<file path="src/hdl/betw_pkg.sv">
// shared types and constants of the bounce ease position tween
`timescale 1ns / 1ps
package betw_pkg;

    // configuration register indexes
    localparam logic [2:0] REG_MODE  = 3'd0;
    localparam logic [2:0] REG_DUR   = 3'd1;
    localparam logic [2:0] REG_SX    = 3'd2;
    localparam logic [2:0] REG_SY    = 3'd3;
    localparam logic [2:0] REG_SZ    = 3'd4;
    localparam logic [2:0] REG_EX    = 3'd5;
    localparam logic [2:0] REG_EY    = 3'd6;
    localparam logic [2:0] REG_EZ    = 3'd7;

    // ease modes
    localparam logic [1:0] MODE_IN    = 2'd0;
    localparam logic [1:0] MODE_OUT   = 2'd1;
    localparam logic [1:0] MODE_INOUT = 2'd2;
    localparam logic [1:0] MODE_ZERO  = 2'd3;

    localparam logic [16:0] ELAPSED_MAX = 17'h1FFFF;
    localparam int          QDEPTH      = 2;

    // curve piece offsets and bases, Q16
    localparam logic [16:0] OFF1  = 17'd35747;
    localparam logic [16:0] OFF2  = 17'd53620;
    localparam logic [16:0] OFF3  = 17'd62557;
    localparam logic [16:0] BASE1 = 17'd49152;
    localparam logic [16:0] BASE2 = 17'd61440;
    localparam logic [16:0] BASE3 = 17'd64512;
    localparam logic [16:0] ONE_Q16 = 17'd65536;

    // job handed from the front to the back part
    typedef struct packed {
        logic        fin;      // finishing tick: emit end position
        logic        zero;     // mode three: emit zeros
        logic [1:0]  form;     // how e2 is built from the curve
        logic [16:0] u;        // curve argument, 0..d
        logic [15:0] d;        // effective duration
    } t_job;

endpackage

</file>
<file path="src/hdl/betw_front.sv">
// front part: keeps elapsed time and running flag, classifies each beat
`timescale 1ns / 1ps
module betw_front (
    input  logic          i_clk,
    input  logic          i_rst_n,
    input  logic          i_valid,
    output logic          o_ready,
    input  logic          i_restart,
    input  logic [15:0]   i_delta,
    input  logic [1:0]    i_mode,
    input  logic [15:0]   i_dur,
    output logic          o_job_valid,
    input  logic          i_job_ready,
    output betw_pkg::t_job o_job
);
    import betw_pkg::*;

    logic        r_running;
    logic [16:0] r_elapsed;
    logic [17:0] sum;
    logic [16:0] n_elapsed;
    logic [15:0] d;
    logic [17:0] t2;
    t_job        job;
    logic        emit;

    assign o_ready = i_job_ready;

    // saturating elapsed update and job classification
    always_comb begin
        sum       = {1'b0, r_elapsed} + {2'b0, i_delta};
        n_elapsed = (sum > {1'b0, ELAPSED_MAX}) ? ELAPSED_MAX : sum[16:0];
        d         = (i_dur == 16'd0) ? 16'd1 : i_dur;
        t2        = {n_elapsed, 1'b0};
        job.fin   = n_elapsed > {1'b0, d};
        job.zero  = (i_mode == MODE_ZERO);
        job.form  = i_mode;
        job.d     = d;
        job.u     = 17'd0;
        unique case (i_mode)
            MODE_IN:  job.u = {1'b0, d} - n_elapsed;
            MODE_OUT: job.u = n_elapsed;
            default: begin
                if (t2 < {2'b0, d}) begin
                    job.u = 17'({2'b0, d} - t2);
                end else begin
                    job.u    = 17'(t2 - {2'b0, d});
                    job.form = MODE_ZERO;
                end
            end
        endcase
        if (i_mode == MODE_ZERO) job.form = MODE_OUT;
        emit = r_running && !i_restart;
    end

    assign o_job_valid = i_valid && emit;
    assign o_job       = job;

    // elapsed time and running flag
    always_ff @(posedge i_clk) begin
        if (!i_rst_n) begin
            r_running <= 1'b0;
            r_elapsed <= 17'd0;
        end else if (i_valid && o_ready) begin
            if (i_restart) begin
                r_running <= 1'b1;
                r_elapsed <= 17'd0;
            end else if (r_running) begin
                r_elapsed <= n_elapsed;
                if (job.fin) r_running <= 1'b0;
            end
        end
    end

endmodule

</file>
<file path="src/hdl/betw_queue.sv">
// short job queue between the front and back parts
`timescale 1ns / 1ps
module betw_queue (
    input  logic           i_clk,
    input  logic           i_rst_n,
    input  logic           i_wvalid,
    output logic           o_wready,
    input  betw_pkg::t_job i_wdata,
    output logic           o_rvalid,
    input  logic           i_rready,
    output betw_pkg::t_job o_rdata
);
    import betw_pkg::*;

    t_job       r_mem [QDEPTH];
    logic       r_wp;
    logic       r_rp;
    logic [1:0] r_cnt;
    logic       wr;
    logic       rd;

    assign o_wready = (r_cnt != 2'(QDEPTH));
    assign o_rvalid = (r_cnt != 2'd0);
    assign o_rdata  = r_mem[r_rp];
    assign wr = i_wvalid && o_wready;
    assign rd = o_rvalid && i_rready;

    // storage
    always_ff @(posedge i_clk) begin
        if (wr) r_mem[r_wp] <= i_wdata;
    end

    // pointers and fill count
    always_ff @(posedge i_clk) begin
        if (!i_rst_n) begin
            r_wp  <= 1'b0;
            r_rp  <= 1'b0;
            r_cnt <= 2'd0;
        end else begin
            if (wr) r_wp <= ~r_wp;
            if (rd) r_rp <= ~r_rp;
            r_cnt <= r_cnt + 2'(wr) - 2'(rd);
        end
    end

endmodule

</file>
<file path="src/hdl/betw_back.sv">
// back part: phase divider, bounce curve and position blend
`timescale 1ns / 1ps
module betw_back (
    input  logic           i_clk,
    input  logic           i_rst_n,
    input  logic           i_job_valid,
    output logic           o_job_ready,
    input  betw_pkg::t_job i_job,
    input  logic [31:0]    i_sx,
    input  logic [31:0]    i_sy,
    input  logic [31:0]    i_sz,
    input  logic [31:0]    i_ex,
    input  logic [31:0]    i_ey,
    input  logic [31:0]    i_ez,
    output logic           o_valid,
    input  logic           i_ready,
    output logic [31:0]    o_x,
    output logic [31:0]    o_y,
    output logic [31:0]    o_z,
    output logic           o_fin
);
    import betw_pkg::*;

    typedef enum logic [2:0] {
        S_IDLE, S_DIV, S_CURVE, S_SQ, S_E2, S_MUL, S_OUT
    } t_state;

    t_state             r_state;
    t_job               r_job;
    logic [32:0]        r_num;   // shifting dividend, quotient collects below
    logic [16:0]        r_rem;
    logic [4:0]         r_cnt;
    logic [16:0]        r_p;
    logic signed [17:0] r_s;
    logic [16:0]        r_k;
    logic [35:0]        r_sq;
    logic [17:0]        r_e2;
    logic [1:0]         r_ax;
    logic signed [32:0] r_diff;
    logic signed [51:0] r_prod;
    logic [31:0]        r_x, r_y, r_z;
    logic               r_fin;
    logic               r_valid;

    logic [17:0]        rem_sh;
    logic [17:0]        rem_sub;
    logic [20:0]        p11;
    logic [42:0]        v121;
    logic [17:0]        fsum;
    logic [16:0]        f;
    logic [31:0]        a_s;
    logic [31:0]        a_e;
    logic signed [51:0] rounded;
    logic [31:0]        placed;

    // divider step, curve piece, curve value and blend result
    always_comb begin
        rem_sh  = {r_rem, r_num[32]};
        rem_sub = rem_sh - {2'b0, r_job.d};
        p11     = 21'(r_p) * 21'd11;
        v121    = (43'(r_sq) * 43'd121 + 43'h80000) >> 20;
        fsum    = {1'b0, r_k} + 18'(v121);
        f       = (fsum > {1'b0, ONE_Q16}) ? ONE_Q16 : fsum[16:0];
        unique case (r_ax)
            2'd0:    begin a_s = i_sx; a_e = i_ex; end
            2'd1:    begin a_s = i_sy; a_e = i_ey; end
            default: begin a_s = i_sz; a_e = i_ez; end
        endcase
        rounded = (r_prod + 52'sd65536) >>> 17;
        placed  = a_s + rounded[31:0];
    end

    assign o_job_ready = (r_state == S_IDLE) && !r_valid;
    assign o_valid = r_valid;
    assign o_x = r_x;
    assign o_y = r_y;
    assign o_z = r_z;
    assign o_fin = r_fin;

    // sequencer: 17-step restoring divide, curve, then three blends; finishing and zero jobs go straight to output
    always_ff @(posedge i_clk) begin
        if (!i_rst_n) begin
            r_state <= S_IDLE;
            r_valid <= 1'b0;
        end else begin
            unique case (r_state)
                S_IDLE: begin
                    if (r_valid && i_ready) r_valid <= 1'b0;
                    if (i_job_valid && o_job_ready) begin
                        r_job <= i_job;
                        r_fin <= i_job.fin;
                        if (i_job.fin) begin
                            r_x <= i_ex; r_y <= i_ey; r_z <= i_ez;
                            r_state <= S_OUT;
                        end else if (i_job.zero) begin
                            r_x <= '0; r_y <= '0; r_z <= '0;
                            r_state <= S_OUT;
                        end else begin
                            // u <= d, so the top 16 quotient bits are zero:
                            // start with those dividend bits already in the remainder
                            r_num   <= {i_job.u[0], 32'd0};
                            r_rem   <= {1'b0, i_job.u[16:1]};
                            r_cnt   <= 5'd0;
                            r_state <= S_DIV;
                        end
                    end
                end
                S_DIV: begin
                    if (!rem_sub[17]) begin
                        r_rem <= rem_sub[16:0];
                        r_num <= {r_num[31:0], 1'b1};
                    end else begin
                        r_rem <= rem_sh[16:0];
                        r_num <= {r_num[31:0], 1'b0};
                    end
                    r_cnt <= r_cnt + 5'd1;
                    if (r_cnt == 5'd16) r_state <= S_CURVE;
                end
                S_CURVE: begin
                    r_p     <= r_num[16:0];
                    r_state <= S_SQ;
                end
                S_SQ: begin
                    if (p11 < 21'd262144) begin
                        r_s <= 18'(r_p); r_k <= 17'd0;
                    end else if (p11 < 21'd524288) begin
                        r_s <= 18'(r_p) - 18'(OFF1); r_k <= BASE1;
                    end else if (p11 < 21'd655360) begin
                        r_s <= 18'(r_p) - 18'(OFF2); r_k <= BASE2;
                    end else begin
                        r_s <= 18'(r_p) - 18'(OFF3); r_k <= BASE3;
                    end
                    r_state <= S_E2;
                    r_cnt   <= 5'd0;
                end
                S_E2: begin
                    if (r_cnt == 5'd0) begin
                        r_sq  <= 36'(r_s * r_s);
                        r_cnt <= 5'd1;
                    end else begin
                        unique case (r_job.form)
                            MODE_IN:    r_e2 <= {ONE_Q16 - f, 1'b0};
                            MODE_OUT:   r_e2 <= {f, 1'b0};
                            MODE_INOUT: r_e2 <= 18'(ONE_Q16 - f);
                            default:    r_e2 <= 18'(ONE_Q16) + 18'(f);
                        endcase
                        r_ax    <= 2'd0;
                        r_cnt   <= 5'd0;
                        r_state <= S_MUL;
                    end
                end
                S_MUL: begin
                    unique case (r_cnt[1:0])
                        2'd0: begin
                            r_diff <= $signed({a_e[31], a_e}) - $signed({a_s[31], a_s});
                            r_cnt  <= 5'd1;
                        end
                        2'd1: begin
                            r_prod <= 52'(r_diff) * $signed({34'd0, r_e2});
                            r_cnt  <= 5'd2;
                        end
                        default: begin
                            unique case (r_ax)
                                2'd0:    r_x <= placed;
                                2'd1:    r_y <= placed;
                                default: r_z <= placed;
                            endcase
                            r_cnt <= 5'd0;
                            if (r_ax == 2'd2) r_state <= S_OUT;
                            else r_ax <= r_ax + 2'd1;
                        end
                    endcase
                end
                default: begin
                    r_valid <= 1'b1;
                    r_state <= S_IDLE;
                end
            endcase
        end
    end

endmodule

</file>
<file path="src/hdl/bounce_ease_position_tween.sv">
// top level of the bounce ease position tween
`timescale 1ns / 1ps
// Bounce-eased 3-D position tween. Configuration registers (index 0..7:
// ease_mode, duration, start x/y/z, end x/y/z) must be written by the user
// on the cfg channel while idle; the block does not enforce this. A restart
// beat starts the motion and gives no result; each tick beat advances time
// and, while running, gives one position beat. The back part uses a 17-step
// restoring phase divider, the bounce curve and one shared 33x18 multiplier
// used three times; finishing and mode-three ticks skip these. A two-entry
// job queue lets the front take new beats while the back is busy.
module bounce_ease_position_tween (
    input  logic        i_clk,
    input  logic        i_rst_n,
    input  logic        s_axis_tvalid,
    output logic        s_axis_tready,
    input  logic [15:0] s_axis_tdata,   // delta_ticks
    input  logic        s_axis_tuser,   // restart
    output logic        m_axis_tvalid,
    input  logic        m_axis_tready,
    output logic [95:0] m_axis_tdata,   // pos_x, pos_y, pos_z
    output logic        m_axis_tlast,   // finished
    input  logic        i_cfg_valid,
    output logic        o_cfg_ready,
    input  logic [2:0]  i_cfg_index,
    input  logic [31:0] i_cfg_data
);
    import betw_pkg::*;

    logic [1:0]  r_mode;
    logic [15:0] r_dur;
    logic [31:0] r_sx, r_sy, r_sz, r_ex, r_ey, r_ez;
    logic        fj_valid, fj_ready, bj_valid, bj_ready;
    t_job        fj, bj;

    assign o_cfg_ready = 1'b1;

    // configuration registers
    always_ff @(posedge i_clk) begin
        if (!i_rst_n) begin
            r_mode <= MODE_OUT; r_dur <= 16'd1;
            r_sx <= '0; r_sy <= '0; r_sz <= '0;
            r_ex <= '0; r_ey <= '0; r_ez <= '0;
        end else if (i_cfg_valid) begin
            unique case (i_cfg_index)
                REG_MODE: r_mode <= i_cfg_data[1:0];
                REG_DUR:  r_dur  <= i_cfg_data[15:0];
                REG_SX:   r_sx   <= i_cfg_data;
                REG_SY:   r_sy   <= i_cfg_data;
                REG_SZ:   r_sz   <= i_cfg_data;
                REG_EX:   r_ex   <= i_cfg_data;
                REG_EY:   r_ey   <= i_cfg_data;
                default:  r_ez   <= i_cfg_data;
            endcase
        end
    end

    betw_front u_front (
        .i_clk, .i_rst_n,
        .i_valid(s_axis_tvalid), .o_ready(s_axis_tready),
        .i_restart(s_axis_tuser), .i_delta(s_axis_tdata),
        .i_mode(r_mode), .i_dur(r_dur),
        .o_job_valid(fj_valid), .i_job_ready(fj_ready), .o_job(fj)
    );

    betw_queue u_queue (
        .i_clk, .i_rst_n,
        .i_wvalid(fj_valid), .o_wready(fj_ready), .i_wdata(fj),
        .o_rvalid(bj_valid), .i_rready(bj_ready), .o_rdata(bj)
    );

    betw_back u_back (
        .i_clk, .i_rst_n,
        .i_job_valid(bj_valid), .o_job_ready(bj_ready), .i_job(bj),
        .i_sx(r_sx), .i_sy(r_sy), .i_sz(r_sz),
        .i_ex(r_ex), .i_ey(r_ey), .i_ez(r_ez),
        .o_valid(m_axis_tvalid), .i_ready(m_axis_tready),
        .o_x(m_axis_tdata[31:0]), .o_y(m_axis_tdata[63:32]),
        .o_z(m_axis_tdata[95:64]), .o_fin(m_axis_tlast)
    );

endmodule

</file>
<file path="config.mk">
export PLATFORM = sky130hd
export DESIGN_NAME = bounce_ease_position_tween
export DESIGN_NICKNAME = d
export VERILOG_FILES = /design/src/hdl/betw_pkg.sv /design/src/hdl/betw_front.sv /design/src/hdl/betw_queue.sv /design/src/hdl/betw_back.sv /design/src/hdl/bounce_ease_position_tween.sv
export SDC_FILE = /design/constraint.sdc
export NUM_CORES = 2
export LEC_CHECK = 0
export ABC_AREA = 1
export BUFFER_PORTS_ARGS = -buffer_cell sky130_fd_sc_hd__buf_4
export CAP_MARGIN = 20
export CORE_MARGIN = 4
export CORE_UTILIZATION = 65
export DETAILED_ROUTE_END_ITERATION = 7
export GPL_TIMING_DRIVEN = 0
export PLACE_DENSITY = 0.86
export SLEW_MARGIN = 20
export SYNTH_ARGS = -nofsm -noshare
export SYNTH_HDL_FRONTEND = slang
export SYNTH_SLANG_ARGS = --single-unit
</file>
<file path="constraint.sdc">
create_clock -name i_clk -period 14.2 [get_ports i_clk]
set_input_delay 1.42 -clock i_clk [delete_from_list [all_inputs] [get_ports i_clk]]
set_output_delay 1.42 -clock i_clk [all_outputs]
set_load 0.01 [all_outputs]
</file>
# Word-level counts from Yosys, hierarchy flattened
# Memories as Yosys holds them, arrays and structs flattened. A register that Yosys moved wholly into a read port is not among the register bits.
# Cells that the tools add are included.
[word_totals] latch_bits=0 n_memories=1 elab_cells=228 rom_bits=0 ram_bits=74 input_bits=57 output_inout_bits=100 reg_bits=596
[memory_table] memory="u_queue.r_mem" words=2 word_bits=37 rd=1 rd_ports_with_merged_regs=1 wr=1 line="betw_queue.sv:15" source="t_job r_mem [QDEPTH];"
[classes] eq_ne=33 muxes=71 magnitude_cmp=7 n_mul=4 shifts=0 addsub=20 n_bitwise=5 reduce_logical=53 div_mod_pow=0
[op_table] cell="2-to-1 mux 32 bit" count=13
[op_table] cell="case mux 32 bit (2 select lines)" count=5
[op_table] cell="2-to-1 mux 17 bit" count=10
[op_table] cell="2-to-1 mux 33 bit" count=3
[op_table] cell="case mux 17 bit (2 select lines)" count=2
[op_table] cell="case mux 33 bit (2 select lines)" count=1
[op_table] cell="case mux 18 bit (3 select lines)" count=1
[op_table] cell="subtractor 17 x 16 -> 18 bit (second input constant)" count=3
[op_table] cell="adder 49 x 18 -> 49 bit (second input constant)" count=1
[op_table] cell="multiplier 33 x 19 -> 49 bit" count=1
[op_table] cell="< comparator 21 x 20 -> 1 bit (second input constant)" count=2
[op_table] cell="adder 38 x 20 -> 38 bit (second input constant)" count=1
[op_table] cell="multiplier 36 x 7 -> 38 bit (second input constant)" count=1
[op_table] cell="greater-than comparator 18 x 17 -> 1 bit (second input constant)" count=2
[op_table] cell="multiplier 18 x 18 -> 36 bit" count=1
[op_table] cell="2-to-1 mux 18 bit" count=2
[op_table] cell="subtractor 16 x 17 -> 17 bit" count=2
[op_table] cell="subtractor 32 x 32 -> 33 bit" count=1
[op_table] cell="adder 32 bit" count=1
[op_table] cell="2-to-1 mux 16 bit" count=2
[op_table] cell="case mux 5 bit (5 select lines)" count=1
[op_table] cell="AND reduction 2 bit" count=12
[op_table] cell="inequality test 2 bit (second input constant)" count=11
[op_table] cell="< comparator 21 x 19 -> 1 bit (second input constant)" count=1
[op_table] cell="other kinds (45)" count=113

# Depth between registers and ports, before layout
[logic_depth] depth_word=7 mapped_depth=39 ltp_nobuf=39

# Hierarchy
# From an unflattened synthesis, not the netlist that was laid out.
[hier_totals] cells_unflattened=8957 area_unflattened_um2=72799.8
[modules_own_cells] mod="betw_back" area_per_inst_um2=56499.2 instances=1 cells_each=6727 seq_area_each_um2=9959.6
[modules_own_cells] mod="bounce_ease_position_tween" area_per_inst_um2=8165.3 instances=1 cells_each=1188 seq_area_each_um2=4204.0
[modules_own_cells] mod="betw_front" area_per_inst_um2=5072.4 instances=1 cells_each=891 seq_area_each_um2=360.3
[modules_own_cells] mod="betw_queue" area_per_inst_um2=3062.9 instances=1 cells_each=151 seq_area_each_um2=2322.2

# Worst setup path after synthesis
# Ideal clock, no wire load.
[synth_timing] kind="input to register" startpoint="in i_rst_n" endpoint="reg u_back.r_num[0] (enable)" t_arrival_ps=9736 setup_ps=726 stages=3 path_buffers=1 slack_ps=3738 t_required_ps=13474 cell_sequence="clkbuf_1 -> clkinv_1 -> a2111oi_0"
[synth_via] elab_chain_len=1
[synth_rtl] element="start: declaration" line="bounce_ease_position_tween.sv:13" source="input logic i_rst_n,"
[synth_rtl] element="AND reduction 5 bit (no line)"
[synth_rtl] element="end signal: assignment" line="betw_back.sv:101" source="r_num <= {i_job.u[0], 32'd0};"
[synth_rtl] element="end signal: assignment" line="betw_back.sv:111" source="r_num <= {r_num[31:0], 1'b1};"
[synth_rtl] element="end signal: assignment" line="betw_back.sv:114" source="r_num <= {r_num[31:0], 1'b0};"
[synth_rtl] element="end: declaration" line="betw_back.sv:30" source="logic [32:0] r_num;"
# No other way between the ends.
# A chain may end at the register's enable or synchronous reset.

# Final worst setup path
[layout_timing] startpoint="reg u_back.r_e2[5]" endpoint="reg u_back.r_prod[46] (data pin)"
[layout_via] elab_chain_len=1
[layout_rtl] element="start: declaration" line="betw_back.sv:37" source="logic [17:0] r_e2;"
[layout_rtl] element="start signal: assignment" line="betw_back.sv:142" source="MODE_IN: r_e2 <= {ONE_Q16 - f, 1'b0};"
[layout_rtl] element="start signal: assignment" line="betw_back.sv:143" source="MODE_OUT: r_e2 <= {f, 1'b0};"
[layout_rtl] element="start signal: assignment" line="betw_back.sv:144" source="MODE_INOUT: r_e2 <= 18'(ONE_Q16 - f);"
[layout_rtl] element="multiplier 33 x 19 -> 49 bit" line="betw_back.sv:159" source="r_prod <= 52'(r_diff) * $signed({34'd0, r_e2});"
[layout_rtl] element="end signal: assignment" line="betw_back.sv:159"
[layout_rtl] element="end: declaration" line="betw_back.sv:40" source="logic signed [51:0] r_prod;"
# No other way between the ends.

==> results by group <==
Run status
  • Outcome: completed

Routing
  • Average wire length per cell after detail routing: 20.47 um
  • Drc violations: 0
  • Final ANT Viol Nets: 0
  • Post-detailed-routing wire length: 208100 um
  • Number of DRC markers in iteration 0: 7160
  • First-pass DRT Iterations: 8
  • Avg Vias per Cell: 5.800
  • Via total after detailed routing: 58.96k

GRT
  • Global-route wire length before repair: 328100 um
  • Vias in the first global route: 60.24k
  • Number of antenna violations at the first check in global routing: 5
  • Largest net degree at the start of global routing: 30
  • Global route total overflow: 0
  • Combined global-route utilization of all metal layers: 37.33%

Timing
  • Number of pins exceeding their max-slew limit in the final report: 0
  • Worst slew margin: 27.90%
  • Final number of hold-violating endpoints: 0
  • Time the worst path needs with I/O delays and setup: 8.148 ns
  • Final Hold Slack: 0.4411 ns
  • Final worst-path cycle share: 57.38%
  • RSZ-0062 raised after global routing: no
  • Finish-stage setup viols: 0
  • FMAX: 0.1227 GHz
  • Sum of negative setup slack: 0 ns
  • Slew at the pin closest to its max-slew limit: 1.081 ns
  • Clock Skew: 0.03403 ns

Logic synthesis
  • Number of distinct library cells after synthesis: 74
  • Post-Synthesis Cell Area: 70530 um^2
  • Synth warnings: 0
  • Part of the Yosys area used for sequential elements: 23.88%
  • Most instantiated flip-flop cell in the synthesis netlist: sky130_fd_sc_hd__edfxtp_1
  • Number of storage elements in the synthesis netlist: 640
  • Number of enable flip-flop cells after synthesis: 403
  • Fraction of registers with async set/reset: 0%
  • Synth Instances: 8449
  • Mean instance size in the synthesized netlist: 8.348 um^2

Critical path
  • Kind of end point of the critical path: flop
  • Largest fanout on the critical path: 10
  • Category of the critical setup timing path: reg2reg
  • Worst reg2reg startpoint: u_back.r_e2[5]
  • Cell-by-cell trace of the critical path: clkbuf_1 -> clkbuf_1 -> nand2_1 -> fa_1 -> inv_1 -> fa_1 -> inv_1 -> fa_1 -> fa_1 -> fa_1 -> inv_1 -> fa_1 -> ha_1 -> nand2_1 -> nor2_1 -> nand2_1 -> inv_1 -> a41oi_1 -> o21ai_0 -> nand2_1 -> nand2_1 -> nand3_1 -> o21ai_0 -> xor2_1
  • Critical path launch point type: flop
  • Delay of the slowest cell on the worst path: 0.87 ns
  • Worst flop-to-flop path endpoint: u_back.r_prod[46]
  • WP data arrival: 8.62 ns
  • Buffering stage count on the worst path with inverters included: 6
  • Most frequent cell on the critical path: sky130_fd_sc_hd__fa_1
  • R2R Setup Slk: 6.05 ns
  • Cell family with most CP delay: adder cells
  • Register-to-Register Path Depth: 24
  • Critical-path cell with the highest stage delay: sky130_fd_sc_hd__clkbuf_1
  • Data required time at the worst endpoint: 14.67 ns

Final layout
  • Share of layout cells above drive strength 1: 4.737%
  • Filler cells: 8286
  • Area growth, synth to finish: 7.995%
  • Layout Nets: 10.22k

Clock tree
  • Number of buffers inserted for hold repair after clock tree synthesis: 0
  • Clock transition at the register clock pins on the worst setup and hold paths after CTS: 0.06 ns
  • TritonCTS clock tree: done
  • Worst-skew pair later-pin latency: 0.66 ns
  • CTS Root Buffer Type: sky130_fd_sc_hd__clkbuf_16
  • CTS-repair resized insts: 0
  • TritonCTS buffer count: 69
  • Setup fix buffers added after clock tree synthesis: 0
  • H-tree levels: 3
  • Worst-case clock buffer depth: 3
  • # clock sinks: 640

Worst hold path
  • Hold worst-path end: u_back.r_p[13]
  • Worst Hold Path Cells: 0
  • Worst Min Path Start: u_back.r_num[13]
  • Worst hold-check path type: reg2reg

Floorplanning
  • Core region area: 107400 um^2
  • Starting Density: 65.70%
  • DIE AREA: 113800 um^2
  • Ports: 157
  • X dimension of the die: 337.4 um
  • Std cell rows: 120
  • Vertical die dimension: 337.4 um

Placed design
  • Port-buffer cells: 153
  • Half-perimeter wire length of the detailed placement result: 169400 um
  • RePlAce Congestion: 1.042

Run
  • Maximum capacitance violations: 0
==> cell usage in the layout (no fill, tap or decap), drive strengths merged, types with 36 or more instances in the layout <==
cell type	count
inv	1994
nand2	1723
fa	962
a21oi	518
o21ai	502
ha	493
nor2	470
edfxtp	403
clkbuf	389
dfxtp	237
buf	211
nand3	157
xor2	134
xnor2	94
nor3	49
nand4	43
o221ai	37
clkinv	37
o211ai	36
==> cell families (layout without fill, tap and decap cells) <==
logic type / Yosys count / after routing / share of synthesized area, %
DFF: 640 / 640 / 23.88
buffers and inverters: 2330 / 2640 / 12.49
adders and majority gates: 1455 / 1455 / 36.05
AOI/OAI and AO/OA: 1286 / 1286 / 10.17
xor gates and xnor gates: 228 / 228 / 2.842
muxes: 13 / 13 / 0.1845
and+or+nand+nor: 2495 / 2495 / 14.37
other: 2 / 5 / 0.01065
==> metrics by stage <==
| step | area [um^2] | instances | utilization (%) | setup slack, ns |
|---|---|---|---|---|
| 6_report | 76170 | 10170 | 70.95 | 6.052 |
| 5_1_grt | 76170 | 10160 | 70.95 | 5.783 |
| 3_5_place_dp | 73820 | 10040 | 68.77 | 6.290 |
| 2_1_floorplan | 70540 | 8450 | - | 3.738 |
| 4_1_cts | 76170 | 10160 | 70.95 | 6.223 |
| 3_3_place_gp | 73440 | 10010 | 68.41 | 0.06007 |
==> worst max-delay path by stage <==
| stage | from | end | slack (ns) | cells after the start |
|---|---|---|---|---|
| 6_report | u_back.r_e2[5] | u_back.r_prod[46] | 6.05 | 24 |
| 4_1_cts | u_back.r_e2[5] | u_back.r_prod[46] | 6.22 | 24 |
| 5_1_grt | u_back.r_e2[5] | u_back.r_prod[46] | 5.78 | 24 |
| 3_3_place_gp | i_rst_n | u_back.r_num[11] | 0.06 | 3 |
| 3_5_place_dp | u_back.r_e2[5] | u_back.r_prod[46] | 6.29 | 24 |
| 2_1_floorplan | i_rst_n | u_back.r_num[0] | 3.74 | 3 |
==> layer usage <==
metal / vias up / part of all wire [%] / GRT usage, %
li1: 26530 / - / -
met4: 4 / 5.0 / 15.63
met3: 679 / 11 / 8.707
met5: - / 0.012 / 0
met1: 28470 / 39 / 50.39
met2: 3278 / 45 / 58.59
==> final cells by class <==
type	instances	area, um^2	area share (%)
Multi-Input combinational cell	5480	44970	59.04
Sequential cell	640	16850	22.12
Inverter	2002	7517	9.869
Clock buffer	90	1897	2.490
Tap cell	1403	1755	2.305
Timing Repair Buffer	182	1448	1.901
Buffer	328	1289	1.692
Clock inverter	38	445.4	0.5848
Antenna cell	2	5.005	0.006571
==> cell usage after synthesis (all sizes together) (5+ instances only) <==
cell type	number	area, um^2
inv	1991	7476
nand2	1723	6560
fa	962	19260
a21oi	518	2604
o21ai	502	2516
ha	493	6168
nor2	470	1829
edfxtp	403	12100
clkbuf	299	1122
dfxtp	237	4745
nand3	157	838.3
xor2	134	1181
xnor2	94	823.3
nor3	49	287.8
nand4	43	269.0
o221ai	37	324.1
o211ai	36	300.3
o22ai	34	212.7
a31oi	29	181.4
buf	29	166.4
a21boi	24	195.2
o21a	21	157.7
o21bai	19	146.4
or2	19	118.9
nor4	15	100.1
a21o	14	105.1
mux2i	13	130.1
clkinv	11	41.29
nand3b	11	82.58
o2111ai	11	96.34
a211oi	9	67.56
o31ai	7	52.55
a22oi	5	37.54
==> registers in the layout, summed over array words and instances (netlist names), 18 cells and up, named ones only <==
register	cells
r_sy	32
u_back.r_sq	35
r_sx	32
r_ez	32
u_back.o_z	32
u_back.o_y	32
u_queue.r_mem	74
u_back.o_x	32
u_back.r_job	18
u_back.r_num	33
u_back.r_prod	33
r_ey	32
r_sz	32
u_back.r_s	18
r_ex	32
u_back.r_e2	18
u_back.r_diff	33
Power is left out: the tool's default activity adds up to more than one toggle a clock period on the data nets, which glitch-free logic cannot reach.
